--- config.mk ---
export PLATFORM = sky130hd
export DESIGN_NAME = matrix_multiply_engine_top
export DESIGN_NICKNAME = d
export VERILOG_FILES = /design/src/hw/rtl/mme_pkg.sv /design/src/hw/rtl/mme_ram.sv /design/src/hw/rtl/mme_mac.sv /design/src/hw/rtl/matrix_multiply_engine_top.sv
export SDC_FILE = /design/constraint.sdc
export NUM_CORES = 2
export LEC_CHECK = 0
export ABC_CLOCK_PERIOD_IN_PS = 8800
export BUFFER_PORTS_ARGS = -buffer_cell sky130_fd_sc_hd__buf_2
export CORE_UTILIZATION = 60
export CTS_BUF_LIST = sky130_fd_sc_hd__clkbuf_2
export CTS_CLUSTER_SIZE = 16
export DETAILED_ROUTE_END_ITERATION = 10
export PLACE_DENSITY = 0.8
export SYNTH_ARGS = -nofsm -noshare
export SYNTH_HDL_FRONTEND = slang
export SYNTH_SLANG_ARGS = --single-unit
--- constraint.sdc ---
create_clock -name i_clk -period 8.8 [get_ports i_clk]
set_clock_uncertainty 0.15 [all_clocks]
set_input_delay 0.88 -clock i_clk [delete_from_list [all_inputs] [get_ports i_clk]]
set_output_delay 0.88 -clock i_clk [all_outputs]
set_load 0.005 [all_outputs]
--- src/hw/rtl/mme_pkg.sv ---
// mme_pkg: shared constants, codes and types of the matrix multiply engine
// no dependencies; imported by mme_mac and matrix_multiply_engine_top

package mme_pkg;

    // default sizing, overridable through top-level parameters
    localparam int MAX_DIM_DEF       = 8;
    localparam int ELEMENT_WIDTH_DEF = 16;

    // fixed field widths
    localparam int CFG_W     = 4;
    localparam int CFG_IDX_W = 2;
    localparam int VALUE_W   = 35;
    localparam int POS_W     = 3;

    // configuration register indexes
    localparam logic [CFG_IDX_W-1:0] REG_ROWS_A = 2'd0;
    localparam logic [CFG_IDX_W-1:0] REG_COLS_A = 2'd1;
    localparam logic [CFG_IDX_W-1:0] REG_ROWS_B = 2'd2;
    localparam logic [CFG_IDX_W-1:0] REG_COLS_B = 2'd3;

    // command codes
    localparam logic CMD_LOAD_A = 1'b0;
    localparam logic CMD_LOAD_B = 1'b1;

    // status codes
    localparam logic STATUS_OK       = 1'b0;
    localparam logic STATUS_MISMATCH = 1'b1;

    // control from the sequencer to the multiply-accumulate unit
    typedef struct packed {
        logic clear;   // restart the running sum
        logic valid;   // operand pair is on the read ports this cycle
        logic last;    // final pair of the inner dimension
    } t_mac_ctl;

endpackage

--- src/hw/rtl/mme_ram.sv ---
// mme_ram: generic single-write, single-read memory with registered read data
// no dependencies

module mme_ram #(
    parameter int WIDTH = 16,
    parameter int DEPTH = 64,
    parameter int ADDR_W = (DEPTH > 1) ? $clog2(DEPTH) : 1
) (
    input  logic              i_clk,
    input  logic              i_we,
    input  logic [ADDR_W-1:0] i_waddr,
    input  logic [WIDTH-1:0]  i_wdata,
    input  logic [ADDR_W-1:0] i_raddr,
    output logic [WIDTH-1:0]  o_rdata
);

    logic [WIDTH-1:0] r_mem [DEPTH];
    logic [WIDTH-1:0] r_rdata;

    // write port
    always_ff @(posedge i_clk) begin
        if (i_we) begin
            r_mem[i_waddr] <= i_wdata;
        end
    end

    // registered read port
    always_ff @(posedge i_clk) begin
        r_rdata <= r_mem[i_raddr];
    end

    assign o_rdata = r_rdata;

endmodule

--- src/hw/rtl/mme_mac.sv ---
// mme_mac: shared multiply-accumulate unit, one product per cycle
// depends on mme_pkg (t_mac_ctl, VALUE_W)

module mme_mac
    import mme_pkg::t_mac_ctl;
    import mme_pkg::VALUE_W;
#(
    parameter int ELEMENT_WIDTH = 16
) (
    input  logic                            i_clk,
    input  logic                            i_rst_n,
    input  t_mac_ctl                        i_ctl,
    input  logic signed [ELEMENT_WIDTH-1:0] i_a,
    input  logic signed [ELEMENT_WIDTH-1:0] i_b,
    output logic [VALUE_W-1:0]              o_sum,
    output logic                            o_done
);

    import mme_pkg::*;

    localparam int PROD_W = 2 * ELEMENT_WIDTH;
    localparam int EXT_W  = (PROD_W > VALUE_W) ? PROD_W : VALUE_W;

    logic signed [PROD_W-1:0] r_prod;
    logic                     r_prod_valid;
    logic                     r_prod_last;
    logic [VALUE_W-1:0]       r_sum;
    logic                     r_done;
    logic signed [EXT_W-1:0]  prod_ext;

    // product stage
    always_ff @(posedge i_clk) begin
        if (!i_rst_n) begin
            r_prod_valid <= 1'b0;
            r_prod_last  <= 1'b0;
        end else begin
            r_prod_valid <= i_ctl.valid;
            r_prod_last  <= i_ctl.last;
        end
        if (i_ctl.valid) begin
            r_prod <= i_a * i_b;
        end
    end

    // sign-extend the product, the sum wraps at its width
    assign prod_ext = EXT_W'(r_prod);

    // accumulate stage
    always_ff @(posedge i_clk) begin
        if (!i_rst_n) begin
            r_sum  <= '0;
            r_done <= 1'b0;
        end else if (i_ctl.clear) begin
            r_sum  <= '0;
            r_done <= 1'b0;
        end else if (r_prod_valid) begin
            r_sum <= r_sum + prod_ext[VALUE_W-1:0];
            if (r_prod_last) begin
                r_done <= 1'b1;
            end
        end
    end

    assign o_sum  = r_sum;
    assign o_done = r_done;

endmodule

--- src/hw/rtl/matrix_multiply_engine_top.sv ---
// matrix_multiply_engine_top: loads A then B, then streams out A times B (or one
// mismatch beat); depends on mme_pkg, mme_ram (element stores) and mme_mac
// (shared multiply-add). load beats: one per cycle while the input is not
// stalled; the final B beat starts the product phase, during which the input
// stalls. each product element takes one memory read pair per inner step through
// the single multiply-add unit, plus read, multiply and sum stages.
// reset (synchronous): dimensions 1, counts 0, stores kept.

module matrix_multiply_engine_top
    import mme_pkg::CFG_W;
    import mme_pkg::CFG_IDX_W;
    import mme_pkg::VALUE_W;
    import mme_pkg::POS_W;
    import mme_pkg::MAX_DIM_DEF;
    import mme_pkg::ELEMENT_WIDTH_DEF;
#(
    parameter int MAX_DIM       = MAX_DIM_DEF,
    parameter int ELEMENT_WIDTH = ELEMENT_WIDTH_DEF
) (
    input  logic                            i_clk,
    input  logic                            i_rst_n,
    // input channel
    input  logic                            i_in_valid,
    output logic                            o_in_stall,
    input  logic                            i_command,
    input  logic signed [ELEMENT_WIDTH-1:0] i_element,
    // result channel
    output logic                            o_out_valid,
    input  logic                            i_out_stall,
    output logic signed [VALUE_W-1:0]       o_product_value,
    output logic [POS_W-1:0]                o_out_row,
    output logic [POS_W-1:0]                o_out_col,
    output logic                            o_status,
    output logic                            o_last,
    // configuration channel
    input  logic                            i_cfg_valid,
    output logic                            o_cfg_ready,
    input  logic [CFG_IDX_W-1:0]            i_cfg_index,
    input  logic [CFG_W-1:0]                i_cfg_data
);

    import mme_pkg::*;

    localparam int DEPTH  = MAX_DIM * MAX_DIM;
    localparam int ADDR_W = (DEPTH > 1) ? $clog2(DEPTH) : 1;
    localparam int CNT_W  = $clog2(DEPTH + 1);
    localparam int DIM_W  = $clog2(MAX_DIM + 1);

    typedef enum logic [1:0] {
        S_LOAD,
        S_ISSUE,
        S_DRAIN,
        S_ERR
    } t_state;

    t_state              r_state;
    logic [CFG_W-1:0]    r_rows_a;
    logic [CFG_W-1:0]    r_cols_a;
    logic [CFG_W-1:0]    r_rows_b;
    logic [CFG_W-1:0]    r_cols_b;
    logic [CNT_W-1:0]    r_count_a;
    logic [CNT_W-1:0]    r_count_b;
    logic [DIM_W-1:0]    r_row;
    logic [DIM_W-1:0]    r_col;
    logic [DIM_W-1:0]    r_k;
    logic [ADDR_W-1:0]   r_a_base;
    logic [ADDR_W-1:0]   r_a_addr;
    logic [ADDR_W-1:0]   r_b_addr;
    logic                r_rd_valid;
    logic                r_rd_last;
    logic                r_clear;
    logic                r_out_valid;
    logic [VALUE_W-1:0]  r_out_value;
    logic [DIM_W-1:0]    r_out_row;
    logic [DIM_W-1:0]    r_out_col;
    logic                r_out_status;
    logic                r_out_last;

    logic [DIM_W-1:0]    ra;
    logic [DIM_W-1:0]    ca;
    logic [DIM_W-1:0]    rb;
    logic [DIM_W-1:0]    cb;
    logic [CNT_W-1:0]    size_a;
    logic [CNT_W-1:0]    size_b;
    logic                in_acc;
    logic                out_free;
    logic                we_a;
    logic                we_b;
    logic                b_final;
    logic                k_last;
    logic                col_last;
    logic                row_last;
    logic [ELEMENT_WIDTH-1:0] rd_a;
    logic [ELEMENT_WIDTH-1:0] rd_b;
    logic [VALUE_W-1:0]  mac_sum;
    logic                mac_done;
    t_mac_ctl            mac_ctl;

    // clamp a dimension register into 1..MAX_DIM
    function automatic logic [DIM_W-1:0] clamp_dim(input logic [CFG_W-1:0] v);
        logic [DIM_W-1:0] d;
        if (v == '0) begin
            d = DIM_W'(1);
        end else if (32'(v) > MAX_DIM) begin
            d = DIM_W'(MAX_DIM);
        end else begin
            d = DIM_W'(v);
        end
        return d;
    endfunction

    assign ra     = clamp_dim(r_rows_a);
    assign ca     = clamp_dim(r_cols_a);
    assign rb     = clamp_dim(r_rows_b);
    assign cb     = clamp_dim(r_cols_b);
    assign size_a = CNT_W'(ra) * CNT_W'(ca);
    assign size_b = CNT_W'(rb) * CNT_W'(cb);

    // handshakes; a register write holds off the element beat of that cycle
    assign o_in_stall  = (r_state != S_LOAD) || i_cfg_valid;
    assign o_cfg_ready = (r_state == S_LOAD);
    assign in_acc      = i_in_valid && !o_in_stall;
    assign out_free    = !r_out_valid || !i_out_stall;

    // element stores
    assign we_a    = in_acc && (i_command == CMD_LOAD_A) && (r_count_a < size_a);
    assign we_b    = in_acc && (i_command == CMD_LOAD_B) && (r_count_b < size_b);
    assign b_final = we_b && ((r_count_b + CNT_W'(1)) == size_b);

    mme_ram #(
        .WIDTH (ELEMENT_WIDTH),
        .DEPTH (DEPTH)
    ) u_store_a (
        .i_clk   (i_clk),
        .i_we    (we_a),
        .i_waddr (r_count_a[ADDR_W-1:0]),
        .i_wdata (i_element),
        .i_raddr (r_a_addr),
        .o_rdata (rd_a)
    );

    mme_ram #(
        .WIDTH (ELEMENT_WIDTH),
        .DEPTH (DEPTH)
    ) u_store_b (
        .i_clk   (i_clk),
        .i_we    (we_b),
        .i_waddr (r_count_b[ADDR_W-1:0]),
        .i_wdata (i_element),
        .i_raddr (r_b_addr),
        .o_rdata (rd_b)
    );

    // shared multiply-accumulate
    assign mac_ctl = '{clear: r_clear, valid: r_rd_valid, last: r_rd_last};

    mme_mac #(
        .ELEMENT_WIDTH (ELEMENT_WIDTH)
    ) u_mac (
        .i_clk   (i_clk),
        .i_rst_n (i_rst_n),
        .i_ctl   (mac_ctl),
        .i_a     (rd_a),
        .i_b     (rd_b),
        .o_sum   (mac_sum),
        .o_done  (mac_done)
    );

    // position tests for the sequencer
    assign k_last   = (r_k == ca - DIM_W'(1));
    assign col_last = (r_col == cb - DIM_W'(1));
    assign row_last = (r_row == ra - DIM_W'(1));

    // sequencer, configuration and result register
    always_ff @(posedge i_clk) begin
        if (!i_rst_n) begin
            r_state     <= S_LOAD;
            r_rows_a    <= CFG_W'(1);
            r_cols_a    <= CFG_W'(1);
            r_rows_b    <= CFG_W'(1);
            r_cols_b    <= CFG_W'(1);
            r_count_a   <= '0;
            r_count_b   <= '0;
            r_rd_valid  <= 1'b0;
            r_rd_last   <= 1'b0;
            r_clear     <= 1'b0;
            r_out_valid <= 1'b0;
        end else begin
            r_rd_valid <= 1'b0;
            r_rd_last  <= 1'b0;
            r_clear    <= 1'b0;
            if (r_out_valid && !i_out_stall) begin
                r_out_valid <= 1'b0;
            end

            unique case (r_state)
                S_LOAD: begin
                    if (i_cfg_valid) begin
                        unique case (i_cfg_index)
                            REG_ROWS_A: r_rows_a <= i_cfg_data;
                            REG_COLS_A: r_cols_a <= i_cfg_data;
                            REG_ROWS_B: r_rows_b <= i_cfg_data;
                            REG_COLS_B: r_cols_b <= i_cfg_data;
                        endcase
                        r_count_a <= '0;
                        r_count_b <= '0;
                    end else if (we_a) begin
                        r_count_a <= r_count_a + CNT_W'(1);
                    end else if (b_final) begin
                        // last B element: start a run
                        r_count_a <= '0;
                        r_count_b <= '0;
                        r_row     <= '0;
                        r_col     <= '0;
                        r_k       <= '0;
                        r_a_base  <= '0;
                        r_a_addr  <= '0;
                        r_b_addr  <= '0;
                        r_clear   <= 1'b1;
                        r_state   <= (ca != rb) ? S_ERR : S_ISSUE;
                    end else if (we_b) begin
                        r_count_b <= r_count_b + CNT_W'(1);
                    end
                end

                // one read pair per cycle along the inner dimension
                S_ISSUE: begin
                    r_rd_valid <= 1'b1;
                    r_rd_last  <= k_last;
                    r_a_addr   <= r_a_addr + ADDR_W'(1);
                    r_b_addr   <= r_b_addr + ADDR_W'(cb);
                    r_k        <= r_k + DIM_W'(1);
                    if (k_last) begin
                        r_state <= S_DRAIN;
                    end
                end

                // wait for the sum, hand it to the result register, step on
                S_DRAIN: begin
                    if (mac_done && out_free) begin
                        r_out_valid  <= 1'b1;
                        r_out_value  <= mac_sum;
                        r_out_row    <= r_row;
                        r_out_col    <= r_col;
                        r_out_status <= STATUS_OK;
                        r_out_last   <= row_last && col_last;
                        r_k          <= '0;
                        r_clear      <= 1'b1;
                        if (row_last && col_last) begin
                            r_state <= S_LOAD;
                        end else if (col_last) begin
                            r_col    <= '0;
                            r_row    <= r_row + DIM_W'(1);
                            r_a_base <= r_a_base + ADDR_W'(ca);
                            r_a_addr <= r_a_base + ADDR_W'(ca);
                            r_b_addr <= '0;
                            r_state  <= S_ISSUE;
                        end else begin
                            r_col    <= r_col + DIM_W'(1);
                            r_a_addr <= r_a_base;
                            r_b_addr <= ADDR_W'(r_col + DIM_W'(1));
                            r_state  <= S_ISSUE;
                        end
                    end
                end

                // inner dimension mismatch: one error beat
                S_ERR: begin
                    if (out_free) begin
                        r_out_valid  <= 1'b1;
                        r_out_value  <= '0;
                        r_out_row    <= '0;
                        r_out_col    <= '0;
                        r_out_status <= STATUS_MISMATCH;
                        r_out_last   <= 1'b1;
                        r_state      <= S_LOAD;
                    end
                end
            endcase
        end
    end

    // result ports
    assign o_out_valid     = r_out_valid;
    assign o_product_value = r_out_value;
    assign o_out_row       = POS_W'(r_out_row);
    assign o_out_col       = POS_W'(r_out_col);
    assign o_status        = r_out_status;
    assign o_last          = r_out_last;

endmodule
==> results.ini <==
[worst_setup_path]
path_cells=nand2b_1, or2_2, fa_1, inv_1, fa_1, fa_1, a21o_1, a21oi_1, xnor2_1, ha_1, nor3b_1, dlygate4sd3_1, nor3b_1, a22o_1, nand4_1, a21oi_1, nand2_1, a21o_1, nor2_1
slowest_delay_ns=0.96
start_kind=flip-flop
r2r_start=r_cols_b[3]
cp-endpoint=r_b_addr[1]
cp-end-kind=flip-flop
worst_path_max_delay_cell=nor2_1
path_max_fanout=15
cp_data_required_time_ns=9.98
crit_top_cell=fa_1
critPathArrivalTime_ns=8.66
startpoint=r_cols_b[3]
reg2reg_to=r_b_addr[1]
crit_type=reg -> reg
r2r_slack_ns=1.31
rr_worst_depth=19

[cts]
cts_setup_buffers=0
cts.reportedPaths.clkPinSlew_ns=0.11
cts_tree=done
cts.sinks=2259
numCtsBuffers=562
clk_latency_ns=1.96
post_cts_resized=0
cts-root-buf=clkbuf_2
cts-hold-fix-buffers=80
cts_max_path_buffers=4
htreeDepth=6

[logic_synthesis]
avgSynthCellArea_um2=17.55
ys.flop_type=edfxtp_1
yosysWarnings=0
ys_async_sr_fraction=0
ys_top_cells_by_area=edfxtp_1, mux4_2, fa_1, mux2i_1, ha_1
seq_area_frac_synth=0.6718
synth_edf_count=2153
synth-seq-cells=2259
syn_inst=5665
yosysTopAreaCell=edfxtp_1
synth_area_um2=99390
synth_nets=6136
yosysUniqueCellTypes=70
synth_top_area_share=0.6505

[floorplanning]
core_um2=164600
pin_count=74
die_area_um2=167300
rows=149
initial_core_util=0.6038
die_x_um=409.0
die_h_um=409.0

[routing]
antenna_left=0
viasPerCell=6.214
wl_um=234100
drc=0
drt_iter0_markers=6976
wl_per_cell_um=26.45
num_vias=54990
drtPass1Iterations=6

[layout]
area_delta_synth_final_pct=9.421
final_common_cell=edfxtp_1
seq_area_um2=66780
fill_cells=10780
layout_common_cells=edfxtp_1, clkbuf_2, mux4_2, inv_1, fa_1
layout.nets=6751
drive_gt1_frac=0.2512
multi_input_area_um2=30410

[sta]
worstMarginPinSlew_ns=1.293
hold_viol=0
fin_crit_ns=7.487
grt_setup_unrepaired=false
finalCritPeriodShare=0.8508
setup_slack_ns=1.313
slew_violations=0
max-slew-margin-rel=0.1368
finalSetupViolations=0
fmax_mhz=133.6
timing.setup.tns_ns=0

[global_routing]
grt_first_pass_wirelength_um=346300
antenna_found_initial=28
grt_max_degree=145
grt_util_all_layers=0.2810
grt.overflow.total=0
first_global_vias=55760

[place]
dp_hpwl_um=140400
gp_congestion=0.9357
place_ws_ns=1.812
io_buffers=73

[min_path]
hold_depth=7
hp-class=in -> reg

[outcome]
outcome=completed

[flow_run]
cap_violations=0

==> cell families after synthesis <==
family                   after synthesis  share of synthesized area
AO/OA/AOI/OAI                        573                    0.03560
XOR/XNOR                             123                    0.01084
adder cells (fa/ha/maj)              443                    0.07639
buffers and inverters                606                    0.02310
flip-flops                          2259                     0.6718
multiplexers                         782                     0.1400
AND/OR/NAND/NOR                      879                    0.04227
==> how the worst min path moves through the flow <==
stage,start,to,slack [ns]
floorplan,r_rd_last,u_mac.r_prod_last,0.26
global placement,r_rd_last,u_mac.r_prod_last,0.26
detailed placement,r_rd_last,u_mac.r_prod_last,0.27
CTS,i_cfg_valid,r_cols_a[3],0.05
global route,i_cfg_index[1],r_rows_b[2],0.22
finish,i_cfg_valid,r_cols_a[3],0.24
==> synth_stat cells, types with 3 or more instances <==
| library cell | number |
|---|---|
| nor3b_1 | 3 |
| nand3_1 | 28 |
| fa_1 | 273 |
| xor2_1 | 35 |
| inv_1 | 337 |
| a31oi_1 | 5 |
| a21boi_0 | 4 |
| nor2_1 | 268 |
| o21a_1 | 9 |
| o22ai_1 | 66 |
| or3b_2 | 3 |
| and3_1 | 6 |
| nor4_1 | 3 |
| ha_1 | 170 |
| and2_1 | 143 |
| buf_1 | 56 |
| o211ai_1 | 3 |
| nand4_1 | 16 |
| dfxtp_1 | 106 |
| nand2b_1 | 23 |
| buf_2 | 17 |
| or2_2 | 16 |
| nand4b_1 | 6 |
| mux4_2 | 480 |
| o21bai_1 | 11 |
| o31ai_1 | 3 |
| a211oi_1 | 8 |
| o221ai_1 | 64 |
| a21o_1 | 31 |
| a31o_2 | 3 |
| nor2b_1 | 71 |
| o21ai_0 | 109 |
| a21oi_1 | 225 |
| edfxtp_1 | 2153 |
| or4_1 | 4 |
| nand3b_1 | 8 |
| mux2i_1 | 238 |
| clkbuf_1 | 195 |
| nor3_1 | 17 |
| or3_1 | 7 |
| nand2_1 | 252 |
| xnor2_1 | 88 |
| mux2_2 | 64 |
==> per-stage QoR <==
| stage | cell area (um2) | utilization | std cells | hold WS, ns |
|---|---|---|---|---|
| floorplan | 99390 | - | 5665 | 0.2619 |
| global placement | 102900 | 0.6251 | 7825 | 0.2638 |
| detailed placement | 102900 | 0.6251 | 7825 | 0.2720 |
| CTS | 108700 | 0.6604 | 8833 | 0.04586 |
| global route | 108700 | 0.6605 | 8841 | 0.2192 |
| finish | 108800 | 0.6607 | 8850 | 0.2416 |
==> state kept, by name (all words and copies together), names as in the netlist, 16 cells and up <==
register and cells:
u_store_a.r_mem 1024, u_store_b.r_mem 1024, o_product_value 35, u_mac.o_sum 35
u_mac.r_prod 32, u_store_a.o_rdata 16, u_store_b.o_rdata 16
==> critical path, delay by kind of cell, from the launching register on <==
kind                     cells  cell delay (ns)
adder cells (fa/ha/maj)      4             1.65
buffers and inverters        2             0.65
XOR/XNOR                     1             0.14
AO/OA/AOI/OAI                5             1.39
flip-flops                   1             0.42
AND/OR/NAND/NOR              7             2.50
==> routing by layer <==
metal / vias up / global-route usage / routed length, um / share of wire
li1: 23340 / - / - / -
met1: 27720 / 0.3993 / 91210 / 0.39
met2: 3425 / 0.4179 / 106900 / 0.46
met3: 486 / 0.08363 / 28790 / 0.12
met4: 28 / 0.09919 / 7064 / 0.030
met5: - / 0 / 188 / 0.00080
==> final cells by class <==
cell class	count	share of cell area
multi-input cells	2800	0.2796
clock buffers	774	0.03562
diodes	17	0.0003912
well taps	2189	0.02518
inverters	338	0.01167
clock inverters	154	0.008847
flip-flops and latches	2259	0.6140
repair buffers	319	0.02471
Power is left out: the tool's default activity adds up to more than one toggle a clock period on the data nets, which glitch-free logic cannot reach.
